`config.mk`:
```
export PLATFORM = sky130hd
export DESIGN_NAME = park_actuator_controller_flat
export DESIGN_NICKNAME = d
export VERILOG_FILES = /design/src/pac_pkg.sv /design/src/pac_if.sv /design/src/pac_muldiv.sv /design/src/park_actuator_controller.sv /design/src/flat_wrapper.sv
export SDC_FILE = /design/constraint.sdc
export NUM_CORES = 1
export LEC_CHECK = 0
export BUFFER_PORTS_ARGS = -buffer_cell sky130_fd_sc_hd__buf_4
export CORE_UTILIZATION = 41
export CTS_BUF_LIST = sky130_fd_sc_hd__clkbuf_8
export DETAILED_ROUTE_END_ITERATION = 8
export GPL_ROUTABILITY_DRIVEN = 0
export PLACE_DENSITY_LB_ADDON = 0.2
export SLEW_MARGIN = 20
export SYNTH_ARGS = -nofsm -noshare
export SYNTH_HDL_FRONTEND = slang
export SYNTH_SLANG_ARGS = --single-unit
```
`constraint.sdc`:
```
create_clock -name i_clk -period 13.46 [get_ports i_clk]
set_input_delay 2.019 -clock i_clk [delete_from_list [all_inputs] [get_ports i_clk]]
set_output_delay 2.019 -clock i_clk [all_outputs]
set_load 0.02 [all_outputs]
```
`src/pac_pkg.sv`:
```
`timescale 1ns / 1ps
`default_nettype none
// ----------------------------------------------------------------------------
// pac_pkg: shared types and constants of the park actuator controller
// Zone codes, drive and target codes, gear codes, register indexes and the
// sequencer state types used by the top level and the serial arithmetic unit.
// ----------------------------------------------------------------------------
package pac_pkg;

    // drive direction and latched target share one code space
    localparam logic [1:0] DIR_STOP = 2'd0;
    localparam logic [1:0] DIR_FWD  = 2'd1;
    localparam logic [1:0] DIR_REV  = 2'd2;

    localparam logic [7:0] GEAR_PARK   = 8'h01;
    localparam logic [7:0] GEAR_UNPARK = 8'h02;

    localparam logic [3:0] ZONE_LEFT_STOP   = 4'd0;
    localparam logic [3:0] ZONE_LEFT_HIGH   = 4'd1;
    localparam logic [3:0] ZONE_HIGH        = 4'd2;
    localparam logic [3:0] ZONE_RIGHT_HIGH  = 4'd3;
    localparam logic [3:0] ZONE_ONE         = 4'd4;
    localparam logic [3:0] ZONE_HIGH_LOCK   = 4'd5;
    localparam logic [3:0] ZONE_TWO         = 4'd6;
    localparam logic [3:0] ZONE_LOW         = 4'd7;
    localparam logic [3:0] ZONE_RIGHT_STOP  = 4'd8;
    localparam logic [3:0] ZONE_ERR         = 4'd9;

    // sensor pattern to zone, indexed by the four sensor bits
    localparam logic [3:0] ZONE_TABLE [16] = '{
        ZONE_ERR, ZONE_ERR, ZONE_ERR, ZONE_ERR,
        ZONE_ERR, ZONE_LOW, ZONE_HIGH_LOCK, ZONE_TWO,
        ZONE_LEFT_STOP, ZONE_ERR, ZONE_LEFT_HIGH, ZONE_HIGH,
        ZONE_ERR, ZONE_RIGHT_STOP, ZONE_ONE, ZONE_RIGHT_HIGH
    };

    localparam logic [3:0]  HOLD_TICKS  = 4'd10;
    localparam logic [3:0]  HOLD_MAX    = 4'd15;
    localparam logic [16:0] SPEED_LIMIT = 17'd200;
    localparam logic [15:0] DUTY_LIMIT  = 16'd10000;

    // configuration register indexes
    localparam int unsigned CFG_IDX_W     = 4;
    localparam logic [3:0]  REG_VOLT_BASE = 4'd0;
    localparam logic [3:0]  REG_DUTY_BASE = 4'd4;
    localparam logic [3:0]  REG_COUNT     = 4'd8;

    localparam logic [15:0] VOLT_RESET [4] = '{16'd9000, 16'd11000, 16'd13000, 16'd15000};
    localparam logic [15:0] DUTY_RESET [4] = '{16'd6000, 16'd5000, 16'd4000, 16'd3000};

    typedef enum logic [2:0] {
        ST_IDLE,
        ST_SEL,
        ST_SETUP,
        ST_CALC,
        ST_DONE
    } t_state;

    // voltage segment found by the breakpoint search
    typedef enum logic [2:0] {
        SEG_BELOW,
        SEG_0,
        SEG_1,
        SEG_2,
        SEG_TOP
    } t_seg;

    typedef enum logic [1:0] {
        MD_IDLE,
        MD_MUL,
        MD_DIV
    } t_md_state;

    typedef struct packed {
        logic busy;
        logic done;
    } t_md_status;

endpackage

`default_nettype wire

```
`src/pac_if.sv`:
```
`timescale 1ns / 1ps
`default_nettype none
// ----------------------------------------------------------------------------
// pac_if: channel interfaces of the park actuator controller
// Tick input channel, drive result channel and configuration write channel,
// each with valid/ready and its payload.
// ----------------------------------------------------------------------------
interface pac_in_if;
    logic               valid;
    logic               ready;
    logic               system_ready;
    logic [7:0]         gear_request;
    logic signed [15:0] vehicle_speed;
    logic               motor_running;
    logic [15:0]        ign_voltage;
    logic [3:0]         sensor_bits;
    logic               clear_finished;

    modport source (
        output valid, system_ready, gear_request, vehicle_speed, motor_running,
               ign_voltage, sensor_bits, clear_finished,
        input  ready
    );
    modport sink (
        input  valid, system_ready, gear_request, vehicle_speed, motor_running,
               ign_voltage, sensor_bits, clear_finished,
        output ready
    );
endinterface

interface pac_out_if;
    logic        valid;
    logic        ready;
    logic        drive_valid;
    logic [1:0]  drive_dir;
    logic [15:0] drive_duty;
    logic [3:0]  position_zone;
    logic        action_finished;
    logic [1:0]  target_cmd;

    modport source (
        output valid, drive_valid, drive_dir, drive_duty, position_zone,
               action_finished, target_cmd,
        input  ready
    );
    modport sink (
        input  valid, drive_valid, drive_dir, drive_duty, position_zone,
               action_finished, target_cmd,
        output ready
    );
endinterface

interface pac_cfg_if;
    logic                            valid;
    logic                            ready;
    logic [pac_pkg::CFG_IDX_W-1:0]   index;
    logic [15:0]                     data;

    modport source (output valid, index, data, input ready);
    modport sink (input valid, index, data, output ready);
endinterface

`default_nettype wire

```
`src/pac_muldiv.sv`:
```
`timescale 1ns / 1ps
`default_nettype none
// ----------------------------------------------------------------------------
// pac_muldiv: bit-serial multiply then divide
// Computes (mcand * mplier) / den one bit per cycle: 16 shift-add steps build
// the product, 16 restoring steps divide it. The caller guarantees
// mplier < den, so the quotient fits in 16 bits.
// ----------------------------------------------------------------------------
module pac_muldiv (
    input  wire logic                i_clk,
    input  wire logic                i_rst_n,
    input  wire logic                i_start,
    input  wire logic [15:0]         i_mcand,
    input  wire logic [15:0]         i_mplier,
    input  wire logic [15:0]         i_den,
    output pac_pkg::t_md_status      o_status,
    output logic [15:0]              o_quot
);

    pac_pkg::t_md_state r_state, n_state;
    logic [3:0]  r_cnt, n_cnt;
    logic        r_done, n_done;
    logic [15:0] r_hi, n_hi;
    logic [15:0] r_lo, n_lo;
    logic [15:0] r_mcand;
    logic [15:0] r_den;

    logic [16:0] mul_sum;
    logic [16:0] div_trial;
    logic [16:0] div_diff;
    logic        div_ge;

    always_comb begin
        mul_sum   = {1'b0, r_hi} + (r_lo[0] ? {1'b0, r_mcand} : 17'd0);
        div_trial = {r_hi, r_lo[15]};
        div_diff  = div_trial - {1'b0, r_den};
        div_ge    = (div_trial >= {1'b0, r_den});

        n_state = r_state;
        n_cnt   = r_cnt;
        n_done  = 1'b0;
        n_hi    = r_hi;
        n_lo    = r_lo;
        unique case (r_state)
            pac_pkg::MD_IDLE: begin
                if (i_start) begin
                    n_state = pac_pkg::MD_MUL;
                    n_cnt   = '0;
                    n_hi    = '0;
                    n_lo    = i_mplier;
                end
            end
            pac_pkg::MD_MUL: begin
                // add the multiplicand on the low bit, then shift the pair right
                n_hi  = mul_sum[16:1];
                n_lo  = {mul_sum[0], r_lo[15:1]};
                n_cnt = r_cnt + 4'd1;
                if (r_cnt == 4'd15) begin
                    n_state = pac_pkg::MD_DIV;
                end
            end
            pac_pkg::MD_DIV: begin
                // remainder stays below den, so a non-restored trial fits 16 bits
                n_hi  = div_ge ? div_diff[15:0] : div_trial[15:0];
                n_lo  = {r_lo[14:0], div_ge};
                n_cnt = r_cnt + 4'd1;
                if (r_cnt == 4'd15) begin
                    n_state = pac_pkg::MD_IDLE;
                    n_done  = 1'b1;
                end
            end
            default: begin
                n_state = pac_pkg::MD_IDLE;
            end
        endcase
    end

    always_ff @(posedge i_clk) begin
        if (!i_rst_n) begin
            r_state <= pac_pkg::MD_IDLE;
            r_cnt   <= '0;
            r_done  <= 1'b0;
        end else begin
            r_state <= n_state;
            r_cnt   <= n_cnt;
            r_done  <= n_done;
        end
    end

    always_ff @(posedge i_clk) begin
        r_hi <= n_hi;
        r_lo <= n_lo;
        if (r_state == pac_pkg::MD_IDLE && i_start) begin
            r_mcand <= i_mcand;
            r_den   <= i_den;
        end
    end

    assign o_status.busy = (r_state != pac_pkg::MD_IDLE);
    assign o_status.done = r_done;
    assign o_quot        = r_lo;

endmodule

`default_nettype wire

```
`src/park_actuator_controller.sv`:
```
`timescale 1ns / 1ps
`default_nettype none
// sequencing: an input beat goes through SEL and SETUP to DONE when the voltage
//   lies below the first or at/above the last breakpoint, else through CALC too
// input: a new tick is accepted only in IDLE, after the result commits;
//   CALC uses pac_muldiv: 16-step serial multiply, 16-step restoring divide
// reset: synchronous active-low; breakpoints and duties return to defaults,
//   target to stop, finished flag and hold counter to zero
// ----------------------------------------------------------------------------
// park_actuator_controller: park actuator control tick
// Decodes the position sensors, interpolates the park duty from ignition
// voltage, latches the gear target and applies the park/unpark zone rules.
// ----------------------------------------------------------------------------
module park_actuator_controller (
    input  wire logic   i_clk,
    input  wire logic   i_rst_n,
    pac_in_if.sink      i_in,
    pac_out_if.source   o_out,
    pac_cfg_if.sink     i_cfg
);

    pac_pkg::t_state r_state, n_state;

    // configuration
    logic [15:0] r_volt [4];
    logic [15:0] r_duty [4];

    // captured tick
    logic               r_sys_ready;
    logic [7:0]         r_gear;
    logic signed [15:0] r_speed;
    logic               r_running;
    logic [15:0]        r_vin;
    logic [3:0]         r_sensor;
    logic               r_clear;

    pac_pkg::t_seg r_seg;
    logic [15:0]   r_d0;
    logic          r_neg;
    logic [15:0]   r_duty_val;

    // control state
    logic [1:0] r_tgt, n_tgt;
    logic       r_fin, n_fin;
    logic [3:0] r_hold, n_hold;

    // result register
    logic        r_out_valid, n_out_valid;
    logic        r_drv_valid;
    logic [1:0]  r_drv_dir;
    logic [15:0] r_drv_duty;
    logic [3:0]  r_zone;
    logic        r_out_fin;
    logic [1:0]  r_out_tgt;

    logic        in_beat;
    logic        commit;
    logic        md_start;
    pac_pkg::t_seg seg_found;

    logic [15:0] lo_v, hi_v, d0, d1;
    logic [15:0] op_mag, op_dv, op_den;

    pac_pkg::t_md_status md_status;
    logic [15:0]         md_quot;

    logic [15:0] duty_clamp;
    logic [16:0] spd_mag;
    logic        spd_ok;
    logic [3:0]  zone;
    logic        drv_valid;
    logic [1:0]  drv_dir;
    logic [15:0] drv_duty;

    assign in_beat     = i_in.valid && i_in.ready;
    assign i_in.ready  = (r_state == pac_pkg::ST_IDLE);
    assign i_cfg.ready = 1'b1;

    // breakpoint search, highest qualifying breakpoint wins
    always_comb begin
        priority if (r_vin >= r_volt[3]) begin
            seg_found = pac_pkg::SEG_TOP;
        end else if (r_vin >= r_volt[2]) begin
            seg_found = pac_pkg::SEG_2;
        end else if (r_vin >= r_volt[1]) begin
            seg_found = pac_pkg::SEG_1;
        end else if (r_vin >= r_volt[0]) begin
            seg_found = pac_pkg::SEG_0;
        end else begin
            seg_found = pac_pkg::SEG_BELOW;
        end
    end

    // segment operands
    always_comb begin
        unique case (r_seg)
            pac_pkg::SEG_1: begin
                lo_v = r_volt[1]; hi_v = r_volt[2]; d0 = r_duty[1]; d1 = r_duty[2];
            end
            pac_pkg::SEG_2: begin
                lo_v = r_volt[2]; hi_v = r_volt[3]; d0 = r_duty[2]; d1 = r_duty[3];
            end
            pac_pkg::SEG_TOP: begin
                lo_v = r_volt[0]; hi_v = r_volt[1]; d0 = r_duty[3]; d1 = r_duty[3];
            end
            default: begin
                lo_v = r_volt[0]; hi_v = r_volt[1]; d0 = r_duty[0]; d1 = r_duty[1];
            end
        endcase
        op_mag = (d0 >= d1) ? (d0 - d1) : (d1 - d0);
        op_dv  = r_vin - lo_v;
        op_den = hi_v - lo_v;
    end

    pac_muldiv u_muldiv (
        .i_clk    (i_clk),
        .i_rst_n  (i_rst_n),
        .i_start  (md_start),
        .i_mcand  (op_mag),
        .i_mplier (op_dv),
        .i_den    (op_den),
        .o_status (md_status),
        .o_quot   (md_quot)
    );

    // zone rules for the tick in the result stage
    always_comb begin
        duty_clamp = (r_duty_val > pac_pkg::DUTY_LIMIT) ? pac_pkg::DUTY_LIMIT : r_duty_val;
        spd_mag    = r_speed[15] ? (17'd0 - {r_speed[15], r_speed})
                                 : {1'b0, r_speed};
        spd_ok     = (spd_mag <= pac_pkg::SPEED_LIMIT);
        zone       = pac_pkg::ZONE_TABLE[r_sensor];

        n_tgt     = r_tgt;
        n_fin     = r_clear ? 1'b0 : r_fin;
        n_hold    = r_hold;
        drv_valid = 1'b0;
        drv_dir   = pac_pkg::DIR_STOP;
        drv_duty  = '0;

        if (r_sys_ready) begin
            if (!r_running) begin
                if (r_gear == pac_pkg::GEAR_PARK) begin
                    n_tgt = spd_ok ? pac_pkg::DIR_REV : pac_pkg::DIR_STOP;
                end else if (r_gear == pac_pkg::GEAR_UNPARK) begin
                    n_tgt = pac_pkg::DIR_FWD;
                end
            end

            priority if (n_tgt == pac_pkg::DIR_FWD) begin
                if (zone <= pac_pkg::ZONE_HIGH_LOCK) begin
                    drv_valid = 1'b1;
                    drv_dir   = pac_pkg::DIR_FWD;
                    drv_duty  = duty_clamp;
                end else if (zone == pac_pkg::ZONE_TWO) begin
                    drv_valid = 1'b1;
                    n_fin     = 1'b1;
                end else if (zone <= pac_pkg::ZONE_RIGHT_STOP) begin
                    drv_valid = 1'b1;
                    drv_dir   = pac_pkg::DIR_REV;
                    drv_duty  = {1'b0, duty_clamp[15:1]};
                end
            end else if (n_tgt == pac_pkg::DIR_REV) begin
                if (zone <= pac_pkg::ZONE_LEFT_HIGH) begin
                    drv_valid = 1'b1;
                    drv_dir   = pac_pkg::DIR_FWD;
                    drv_duty  = {1'b0, duty_clamp[15:1]};
                    n_fin     = 1'b1;
                end else if (zone == pac_pkg::ZONE_HIGH) begin
                    // hold at the high position before stopping
                    if (r_hold >= pac_pkg::HOLD_TICKS || n_fin) begin
                        drv_valid = 1'b1;
                        n_hold    = '0;
                        n_fin     = 1'b1;
                    end else if (r_hold < pac_pkg::HOLD_MAX) begin
                        n_hold = r_hold + 4'd1;
                    end
                end else if (zone <= pac_pkg::ZONE_RIGHT_STOP) begin
                    drv_valid = 1'b1;
                    drv_dir   = pac_pkg::DIR_REV;
                    drv_duty  = duty_clamp;
                end
            end else begin
                drv_valid = 1'b1;
            end
        end
    end

    // sequencer
    always_comb begin
        n_state  = r_state;
        md_start = 1'b0;
        commit   = 1'b0;
        unique case (r_state)
            pac_pkg::ST_IDLE: begin
                if (in_beat) begin
                    n_state = pac_pkg::ST_SEL;
                end
            end
            pac_pkg::ST_SEL: begin
                n_state = pac_pkg::ST_SETUP;
            end
            pac_pkg::ST_SETUP: begin
                if (r_seg == pac_pkg::SEG_BELOW || r_seg == pac_pkg::SEG_TOP) begin
                    n_state = pac_pkg::ST_DONE;
                end else begin
                    md_start = 1'b1;
                    n_state  = pac_pkg::ST_CALC;
                end
            end
            pac_pkg::ST_CALC: begin
                if (md_status.done) begin
                    n_state = pac_pkg::ST_DONE;
                end
            end
            pac_pkg::ST_DONE: begin
                if (!r_out_valid || o_out.ready) begin
                    commit  = 1'b1;
                    n_state = pac_pkg::ST_IDLE;
                end
            end
            default: begin
                n_state = pac_pkg::ST_IDLE;
            end
        endcase
        n_out_valid = commit ? 1'b1 : (o_out.ready ? 1'b0 : r_out_valid);
    end

    always_ff @(posedge i_clk) begin
        if (!i_rst_n) begin
            r_state     <= pac_pkg::ST_IDLE;
            r_out_valid <= 1'b0;
            r_tgt       <= pac_pkg::DIR_STOP;
            r_fin       <= 1'b0;
            r_hold      <= '0;
        end else begin
            r_state     <= n_state;
            r_out_valid <= n_out_valid;
            if (commit) begin
                r_tgt  <= n_tgt;
                r_fin  <= n_fin;
                r_hold <= n_hold;
            end
        end
    end

    always_ff @(posedge i_clk) begin
        if (!i_rst_n) begin
            for (int k = 0; k < 4; k++) begin
                r_volt[k] <= pac_pkg::VOLT_RESET[k];
                r_duty[k] <= pac_pkg::DUTY_RESET[k];
            end
        end else if (i_cfg.valid && i_cfg.ready) begin
            if (i_cfg.index < pac_pkg::REG_DUTY_BASE) begin
                r_volt[i_cfg.index[1:0]] <= i_cfg.data;
            end else if (i_cfg.index < pac_pkg::REG_COUNT) begin
                r_duty[i_cfg.index[1:0]] <= i_cfg.data;
            end
        end
    end

    always_ff @(posedge i_clk) begin
        if (in_beat) begin
            r_sys_ready <= i_in.system_ready;
            r_gear      <= i_in.gear_request;
            r_speed     <= i_in.vehicle_speed;
            r_running   <= i_in.motor_running;
            r_vin       <= i_in.ign_voltage;
            r_sensor    <= i_in.sensor_bits;
            r_clear     <= i_in.clear_finished;
        end
        if (r_state == pac_pkg::ST_SEL) begin
            r_seg <= seg_found;
        end
        if (r_state == pac_pkg::ST_SETUP) begin
            r_d0       <= d0;
            r_neg      <= (d0 < d1);
            r_duty_val <= d0;
        end
        if (r_state == pac_pkg::ST_CALC && md_status.done) begin
            r_duty_val <= r_neg ? (r_d0 + md_quot) : (r_d0 - md_quot);
        end
        if (commit) begin
            r_drv_valid <= drv_valid;
            r_drv_dir   <= drv_dir;
            r_drv_duty  <= drv_duty;
            r_zone      <= zone;
            r_out_fin   <= n_fin;
            r_out_tgt   <= n_tgt;
        end
    end

    assign o_out.valid           = r_out_valid;
    assign o_out.drive_valid     = r_drv_valid;
    assign o_out.drive_dir       = r_drv_dir;
    assign o_out.drive_duty      = r_drv_duty;
    assign o_out.position_zone   = r_zone;
    assign o_out.action_finished = r_out_fin;
    assign o_out.target_cmd      = r_out_tgt;

    a_beat_starts_search: assert property (
        @(posedge i_clk) disable iff (!i_rst_n)
        in_beat |=> r_state == pac_pkg::ST_SEL
    ) else $error("input beat did not start the breakpoint search");

    a_muldiv_in_calc: assert property (
        @(posedge i_clk) disable iff (!i_rst_n)
        (md_status.busy || md_status.done) |-> r_state == pac_pkg::ST_CALC
    ) else $error("serial unit active outside the calculation state");

    a_hold_only_on_commit: assert property (
        @(posedge i_clk) disable iff (!i_rst_n)
        (r_state != pac_pkg::ST_DONE) |=> $stable(r_hold) && $stable(r_tgt)
    ) else $error("control state changed outside the result stage");

    a_no_drive_no_duty: assert property (
        @(posedge i_clk) disable iff (!i_rst_n)
        (o_out.valid && !o_out.drive_valid)
            |-> (o_out.drive_duty == 16'd0 && o_out.drive_dir == pac_pkg::DIR_STOP)
    ) else $error("duty or direction reported without a drive command");

endmodule

`default_nettype wire
```
`src/flat_wrapper.sv`:
```
// flat-port wrapper written by rule: the top's interface ports become plain ports
module park_actuator_controller_flat 
  (i_clk, i_rst_n, i_in_valid, i_in_system_ready, i_in_gear_request, i_in_vehicle_speed, i_in_motor_running, i_in_ign_voltage, i_in_sensor_bits, i_in_clear_finished, i_in_ready, o_out_valid, o_out_drive_valid, o_out_drive_dir, o_out_drive_duty, o_out_position_zone, o_out_action_finished, o_out_target_cmd, o_out_ready, i_cfg_valid, i_cfg_index, i_cfg_data, i_cfg_ready);
  pac_in_if i_in_i ();
  pac_out_if o_out_i ();
  pac_cfg_if i_cfg_i ();
  input  wire logic i_clk;
  input  wire logic i_rst_n;
  input wire logic [$bits(i_in_i.valid)-1:0] i_in_valid;
  input wire logic [$bits(i_in_i.system_ready)-1:0] i_in_system_ready;
  input wire logic [$bits(i_in_i.gear_request)-1:0] i_in_gear_request;
  input wire logic [$bits(i_in_i.vehicle_speed)-1:0] i_in_vehicle_speed;
  input wire logic [$bits(i_in_i.motor_running)-1:0] i_in_motor_running;
  input wire logic [$bits(i_in_i.ign_voltage)-1:0] i_in_ign_voltage;
  input wire logic [$bits(i_in_i.sensor_bits)-1:0] i_in_sensor_bits;
  input wire logic [$bits(i_in_i.clear_finished)-1:0] i_in_clear_finished;
  output wire logic [$bits(i_in_i.ready)-1:0] i_in_ready;
  output wire logic [$bits(o_out_i.valid)-1:0] o_out_valid;
  output wire logic [$bits(o_out_i.drive_valid)-1:0] o_out_drive_valid;
  output wire logic [$bits(o_out_i.drive_dir)-1:0] o_out_drive_dir;
  output wire logic [$bits(o_out_i.drive_duty)-1:0] o_out_drive_duty;
  output wire logic [$bits(o_out_i.position_zone)-1:0] o_out_position_zone;
  output wire logic [$bits(o_out_i.action_finished)-1:0] o_out_action_finished;
  output wire logic [$bits(o_out_i.target_cmd)-1:0] o_out_target_cmd;
  input wire logic [$bits(o_out_i.ready)-1:0] o_out_ready;
  input wire logic [$bits(i_cfg_i.valid)-1:0] i_cfg_valid;
  input wire logic [$bits(i_cfg_i.index)-1:0] i_cfg_index;
  input wire logic [$bits(i_cfg_i.data)-1:0] i_cfg_data;
  output wire logic [$bits(i_cfg_i.ready)-1:0] i_cfg_ready;
  assign i_in_i.valid = i_in_valid;
  assign i_in_i.system_ready = i_in_system_ready;
  assign i_in_i.gear_request = i_in_gear_request;
  assign i_in_i.vehicle_speed = i_in_vehicle_speed;
  assign i_in_i.motor_running = i_in_motor_running;
  assign i_in_i.ign_voltage = i_in_ign_voltage;
  assign i_in_i.sensor_bits = i_in_sensor_bits;
  assign i_in_i.clear_finished = i_in_clear_finished;
  assign i_in_ready = i_in_i.ready;
  assign o_out_valid = o_out_i.valid;
  assign o_out_drive_valid = o_out_i.drive_valid;
  assign o_out_drive_dir = o_out_i.drive_dir;
  assign o_out_drive_duty = o_out_i.drive_duty;
  assign o_out_position_zone = o_out_i.position_zone;
  assign o_out_action_finished = o_out_i.action_finished;
  assign o_out_target_cmd = o_out_i.target_cmd;
  assign o_out_i.ready = o_out_ready;
  assign i_cfg_i.valid = i_cfg_valid;
  assign i_cfg_i.index = i_cfg_index;
  assign i_cfg_i.data = i_cfg_data;
  assign i_cfg_ready = i_cfg_i.ready;
  park_actuator_controller u_core (.i_clk(i_clk), .i_rst_n(i_rst_n), .i_in(i_in_i), .o_out(o_out_i), .i_cfg(i_cfg_i));
endmodule
```
==> results of run 1 <==
==> routing by layer <==
| metal | vias up | share of wire (%) | GRT usage, % |
|---|---|---|---|
| met2 | 483 | 47 | 36.2 |
| li1 | 8035 | - | - |
| met1 | 7854 | 45 | 29.4 |
| met3 | 90 | 5.4 | 2.94 |
| met4 | 0 | 2.8 | 7.68 |
| met5 | - | 0 | 0 |
==> flip-flops by register name, summed over array words and instances, names as in the netlist, 2 cells and up <==
name and cells:
u_core.r_vin 16, u_core.r_state 3, u_core.r_gear 8, u_core.u_muldiv.o_quot 16, u_core.r_volt 64, u_core.r_seg 3
u_core.u_muldiv.r_mcand 16, u_core.r_tgt 2, u_core.u_muldiv.r_cnt 4, u_core.o_out.drive_duty 16, u_core.r_d0 16, u_core.r_duty_val 16
u_core.r_sensor 4, u_core.r_speed 16, u_core.r_duty 64, u_core.u_muldiv.r_hi 16, u_core.o_out.drive_dir 2, u_core.o_out.position_zone 4
u_core.u_muldiv.r_state 2, u_core.o_out.target_cmd 2, u_core.r_hold 4, u_core.u_muldiv.r_den 16
==> layout by cell type, fill, tap and decap left out, types with 16 or more instances in the layout <==
master and n:
a221oi_1 21, and3_1 35, o22a_1 16, xor2_1 43, edfxtp_1 301, nor2_1 145, nand2b_1 73, clkbuf_8 61
or3_1 19, a21o_1 49, a21oi_1 145, a22oi_1 19, o21a_1 33, nand2_1 100, xnor2_1 47, nor3_1 51
o21ai_0 103, buf_4 121, inv_1 175, mux2i_1 65, nand3_1 29, dfxtp_1 18, nor2b_1 34, ha_1 184
o211ai_1 16, and2_1 89
==> worst max-delay path, cell delays in order, from the launching register on <==
cell,delay (ps)
edfxtp_1,330
buf_4,670
nor2_1,180
and2_1,410
nor2_1,870
a221o_1,360
inv_1,60
ha_1,500
and3_1,290
and2_1,210
nand2_1,80
o41ai_1,620
a21o_1,370
mux2i_1,320
o221ai_1,170
xor2_1,160
==> logic make-up after synthesis <==
kind of cell / count (synthesis)
AOI/OAI and AO/OA: 547
xor gates and xnor gates: 90
adders and majority gates: 192
buffers and inverters: 226
DFF: 319
muxes: 76
other: 2
and+or+nand+nor: 659
==> power by group <==
group | internal [µW] | total, µW | switching, µW
registers | 1200 | 1280 | 78.6
logic | 404 | 981 | 577
clock network | 472 | 883 | 411
total | 2080 | 3140 | 1070
==> area by class of cell <==
cell class	count	area share [%]
Multi-Input combinational cell	1567	46.6
Antenna cell	1	0.0104
Clock buffer	61	3.49
Tap cell	680	3.54
Inverter	151	2.36
Sequential cell	319	39.1
Timing Repair Buffer	122	3.89
Clock inverter	41	1.04
==> worst min-delay path by stage <==
stage / end / cells past startpoint
after global routing: u_core.r_state[1]$_SDFFE_PN0P_ / 1
after floorplan: u_core.r_state[1]$_SDFFE_PN0P_ / 1
after CTS: u_core.r_state[1]$_SDFFE_PN0P_ / 1
after detailed placement: u_core.r_state[1]$_SDFFE_PN0P_ / 1
after global placement: u_core.r_hold[2]$_SDFFE_PN0P_ / 2
final: u_core.r_state[1]$_SDFFE_PN0P_ / 1
==> Yosys cell counts, drive strengths merged, types with 15 or more instances <==
library cell	n
clkbuf	62
and2	91
o22a	16
ha	185
a211oi	15
dfxtp	18
xnor2	47
nor3	53
xor2	43
nor4	16
o211ai	16
and3	35
or3	19
nor2	146
a21oi	147
nand2	100
nand2b	74
a22oi	19
nor2b	35
edfxtp	301
a21o	49
o21a	33
a221oi	22
mux2i	65
nand3	29
a31oi	16
o21ai	104
inv	151
==> stage by stage <==
step / util (%) / cell area [µm²] / total power [µW] / hold WS [ps]
2_1_floorplan: - / 21400 / 1980 / 455
3_3_place_gp: 44.5 / 22900 / 2240 / 492
3_5_place_dp: 44.5 / 22900 / 2260 / 505
4_1_cts: 46.6 / 24000 / 3160 / 514
5_1_grt: 46.7 / 24100 / 3330 / 526
6_report: 46.7 / 24100 / 3140 / 523
==> impl_metrics.json, run 1 <==
{
  "required_ps": 13830,
  "ys_types": 81,
  "design.core.area_mm2": 0.0515,
  "crit_end": "u_core.u_muldiv.r_mcand[11]$_DFFE_PP_",
  "syn_avg_cell_area_um2": 10.2,
  "cp-startpoint": "u_core.r_seg[0]$_SDFFCE_PP0P_",
  "status": "finished clean",
  "leakage_uw": 0.00986,
  "yosys_warnings": 0,
  "layout.nets": 2483,
  "ff2ff_path_depth": 15,
  "antenna_left": 0,
  "via_per_inst": 5.60,
  "dpl.hpwl_um": 44200,
  "cts_max_level": 2,
  "cts_setup_buffers": 0,
  "cts_tree": "yes",
  "area_growth_pct": 12.3,
  "synth-compound-area-share_pct": 17.0,
  "period_minus_slack_ps": 5860,
  "path_clk_slew_ps": 60,
  "dp_worst_setup_slack_ps": 7610,
  "rows": 83,
  "multi_input_area_mm2": 0.0112,
  "power_density_mw_per_mm2": 131,
  "ys_seq_area_share_pct": 43.9,
  "setup_slack_ps": 7600,
  "final-seq-area_mm2": 0.00940,
  "setup_viol": 0,
  "nFillCells": 4868,
  "dr_total_vias": 16462,
  "drive_above_1_share_pct": 10.6,
  "antenna_found_initial": 1,
  "first_pass_iters": 5,
  "io_pins": 101,
  "root_buffer": "clkbuf_8",
  "arrival_ps": 6230,
  "overflow": 0,
  "cts.sink_count": 319,
  "synth_top_cell_by_area": "edfxtp_1",
  "hold_viol_final": 0,
  "synth.area.mux_share_pct": 3.61,
  "grt_pass1_wl_um": 90900,
  "synth_area_leaders": "edfxtp_1 42%, ha_1 11%, a21oi_1 3.4%",
  "dieHeight_um": 231,
  "insertion_delay_ps": 660,
  "fin_skew_ps": 33.7,
  "cp-start-kind": "register",
  "critPathMaxFanout": 56,
  "syn-cell-area_mm2": 0.0214,
  "min_path_type": "register to register",
  "maxCapViolCount": 0,
  "synth-async-reset-ratio_pct": 0,
  "rsz0062_at_grt": "no",
  "r2r-start": "u_core.r_seg[0]$_SDFFCE_PP0P_",
  "drt-total-wl_um": 58100,
  "worstHoldStart": "u_core.u_muldiv.r_done$_SDFF_PN0_",
  "io_buffers": 99,
  "synth_fa_ha_area_share_pct": 11.5,
  "synth_ff_type": "edfxtp_1",
  "numCtsBuffers": 58,
  "ir_drop_mv": 0.0706,
  "end_kind": "register",
  "drcViolationCount": 0,
  "clk_path_buf_depth": 3,
  "worst_pin_slew_ps": 1030,
  "timing.rr.end": "u_core.u_muldiv.r_mcand[11]$_DFFE_PP_",
  "timing.fmax_mhz": 171,
  "fin_crit_sh_pct": 43.6,
  "r2r_slack_ps": 7600,
  "synthSimpleGateAreaFrac_pct": 16.4,
  "synth_edf_count": 301,
  "synth_top_family_by_area": "compound AO/OA/AOI/OAI gates",
  "die_area_mm2": 0.0532,
  "start_util_pct": 41.6,
  "setup_tns_ps": 0,
  "maxSlewViolCount": 0,
  "gr-usage-all-layers_pct": 21.9,
  "slew_headroom_pct": 31.0,
  "netlist.area_leader.share_pct": 42.2,
  "holdBufCountCts": 0,
  "synth-xor-area-share_pct": 3.68,
  "cts_resized": 0,
  "synth_seq_cells": 319,
  "placedCellCount": 2838,
  "criticalPathCategory": "register to register",
  "post_drt_wl_per_cell_um": 19.7,
  "synthCells": 2111,
  "drt_iter0_drc": 1253,
  "grt_max_degree": 81,
  "stdcell_count": 2942,
  "grt_pass1_vias": 16186,
  "die_w_um": 231
}
(Power assumes the default switching activity.)
==> run 2, diff against run 1 <==
Settings changed: ABC_AREA from default to 1.
Clock period 13.46 ns to 6 ns, I/O delays scaled along.
==> impl_metrics.json, run 2 <==
{
  "rsz0062_at_grt": "no",
  "netlist.area_leader.share_pct": 42.5,
  "placed_area_mm2": 0.0227,
  "io_buffers": 99,
  "insertion_delay_ps": 650,
  "die_w_um": 230,
  "leakage_uw": 0.0105,
  "criticalPathCategory": "register to register",
  "synth_seq_cells": 319,
  "drt_iter0_drc": 1443,
  "synth-async-reset-ratio_pct": 0,
  "start_util_pct": 41.5,
  "synth_top_cell_by_area": "edfxtp_1",
  "drt-total-wl_um": 59700,
  "synth_edf_count": 301,
  "slowest_delay_ps": 560,
  "post_drt_wl_per_cell_um": 18.0,
  "antenna_left": 0,
  "first_pass_iters": 5,
  "end_kind": "register",
  "numCtsBuffers": 55,
  "io_pins": 101,
  "synth.most_common_cell": "nand2_1",
  "synth_area_leaders": "edfxtp_1 42%, ha_1 11%, nand2_1 9.0%",
  "ir_drop_mv": 0.202,
  "grt_pass1_wl_um": 93200,
  "nFillCells": 5020,
  "setup_viol": 0,
  "yosys-top-cells-count": "510 x nand2_1, 356 x inv_1, 301 x edfxtp_1, 234 x a21oi_1, 220 x nor2_1",
  "fin_crit_sh_pct": 82.2,
  "setup_tns_ps": 0,
  "ys_types": 59,
  "cts_tree": "yes",
  "syn-cell-area_mm2": 0.0213,
  "maxSlewViolCount": 0,
  "rows": 83,
  "antenna_found_initial": 0,
  "worst_pin_slew_ps": 1060,
  "cts_max_level": 2,
  "largestRegisters": "u_core.r_duty x64, u_core.r_volt x64",
  "cts_resized": 0,
  "arrival_ps": 5300,
  "postLayoutCellArea_mm2": 0.0239,
  "syn_avg_cell_area_um2": 8.56,
  "design.core.area_mm2": 0.0513,
  "cts.sink_count": 319,
  "required_ps": 6370,
  "drcViolationCount": 0,
  "min_path_type": "primary input to register",
  "layout_commonest_cell": "nand2_1",
  "fin_skew_ps": 28.4,
  "cts_setup_buffers": 0,
  "layout.nets": 2862,
  "grt_max_degree": 43,
  "clk_path_buf_depth": 3,
  "maxCapViolCount": 0,
  "holdBufCountCts": 0,
  "yosys_warnings": 0,
  "setup_slack_ps": 1070,
  "ys_seq_area_share_pct": 44.1,
  "slowest_stage": "nor2_2",
  "dp_worst_setup_slack_ps": 1170,
  "gr-usage-all-layers_pct": 22.4,
  "path_clk_slew_ps": 70,
  "area_growth_pct": 12.0,
  "die_area_mm2": 0.0528,
  "cp-start-kind": "register",
  "timing.fmax_mhz": 203,
  "overflow": 0,
  "dpl.hpwl_um": 46600,
  "hold_viol_final": 0,
  "power_density_mw_per_mm2": 455,
  "period_minus_slack_ps": 4930,
  "diodes": 0,
  "slew_headroom_pct": 29.4,
  "mostFrequentLayoutCells": "510 x nand2_1, 364 x inv_1, 301 x edfxtp_1, 234 x a21oi_1, 214 x nor2_1",
  "status": "finished clean",
  "drive_above_1_share_pct": 9.81,
  "dr_total_vias": 17914,
  "synthCells": 2488,
  "critPathMaxFanout": 29,
  "crit_chain": "nor2_2 -> buf_4 -> inv_1 -> nor2_2 -> nor2_1 -> nor2_1 -> a21oi_1 -> o21ai_0 -> inv_1 -> fa_1 -> nand2_1 -> nand2_2 -> a21oi_4 -> o21ai_2 -> a211oi_2 -> nand2_2 -> inv_2 -> o21ai_0 -> xor2_1",
  "via_per_inst": 5.39,
  "root_buffer": "clkbuf_8",
  "synth_ff_type": "edfxtp_1",
  "dieHeight_um": 230,
  "grt_pass1_vias": 17126
}
run 2: cells by family (layout without fill, tap and decap cells):
logic type / Yosys count / count (layout) / share of synthesized area [%]
AOI/OAI and AO/OA: 531 / 531 / 14.7
xor gates and xnor gates: 84 / 84 / 3.46
adders and majority gates: 192 / 192 / 11.5
buffers and inverters: 429 / 581 / 7.84
DFF: 319 / 319 / 44.1
other: 2 / 3 / 0.0353
and+or+nand+nor: 931 / 931 / 18.3
run 2: cell type report:
type,instances,area (µm²),share of cell area [%]
tap,680,851,3.57
inverter,367,1380,5.78
timing repair buffer,114,856,3.59
sequential,319,9400,39.4
clock buffer,56,771,3.23
clock inverter,44,345,1.45
multi-input combinational,1741,10300,43.0
run 2: layer usage:
layer  up-vias  part of all wire (%)  global-route usage (%)
met1      8439                    44                    29.4
met5         -                     0                       0
met4         0                   3.4                    8.51
met2       646                    47                    37.3
met3       114                   6.0                    3.01
li1       8715                     -                       -
run 2: path summary, 6_finish.rpt:
path                                         start                                     to  slack, ps  cells past startpoint
min reg2reg  u_core.u_muldiv.r_cnt[3]$_SDFFE_PN0P_  u_core.u_muldiv.r_cnt[3]$_SDFFE_PN0P_        500                      2
max                  u_core.r_seg[2]$_SDFFCE_PP1P_   u_core.u_muldiv.r_mcand[6]$_DFFE_PP_       1070                     19
min                             i_in_motor_running             u_core.r_running$_DFFE_PP_        430                      1
max reg2reg          u_core.r_seg[2]$_SDFFCE_PP1P_   u_core.u_muldiv.r_mcand[6]$_DFFE_PP_       1070                     19
run 2: metrics by stage:
step / hold slack [ps] / util (%) / instances / total power [µW]
after detailed placement: 490 / 44.3 / 3221 / 8760
final: 430 / 46.5 / 3321 / 10900
after global placement: 474 / 44.3 / 3221 / 8650
after floorplan: 457 / - / 2489 / 7320
after CTS: 374 / 46.5 / 3321 / 10800
after global routing: 390 / 46.5 / 3321 / 11700
run 2: where the power goes:
group          switching [µW]  internal (µW)
clock network             927           1130
logic                    3580           1850
registers                 329           3060
run 2: worst max-delay path: cells and delay by family (launching register included):
kind | cells | cell delay [ps]
AOI/OAI and AO/OA | 6 | 920
xor gates and xnor gates | 1 | 150
adders and majority gates | 1 | 480
buffers and inverters | 4 | 970
DFF | 1 | 400
and+or+nand+nor | 7 | 1750
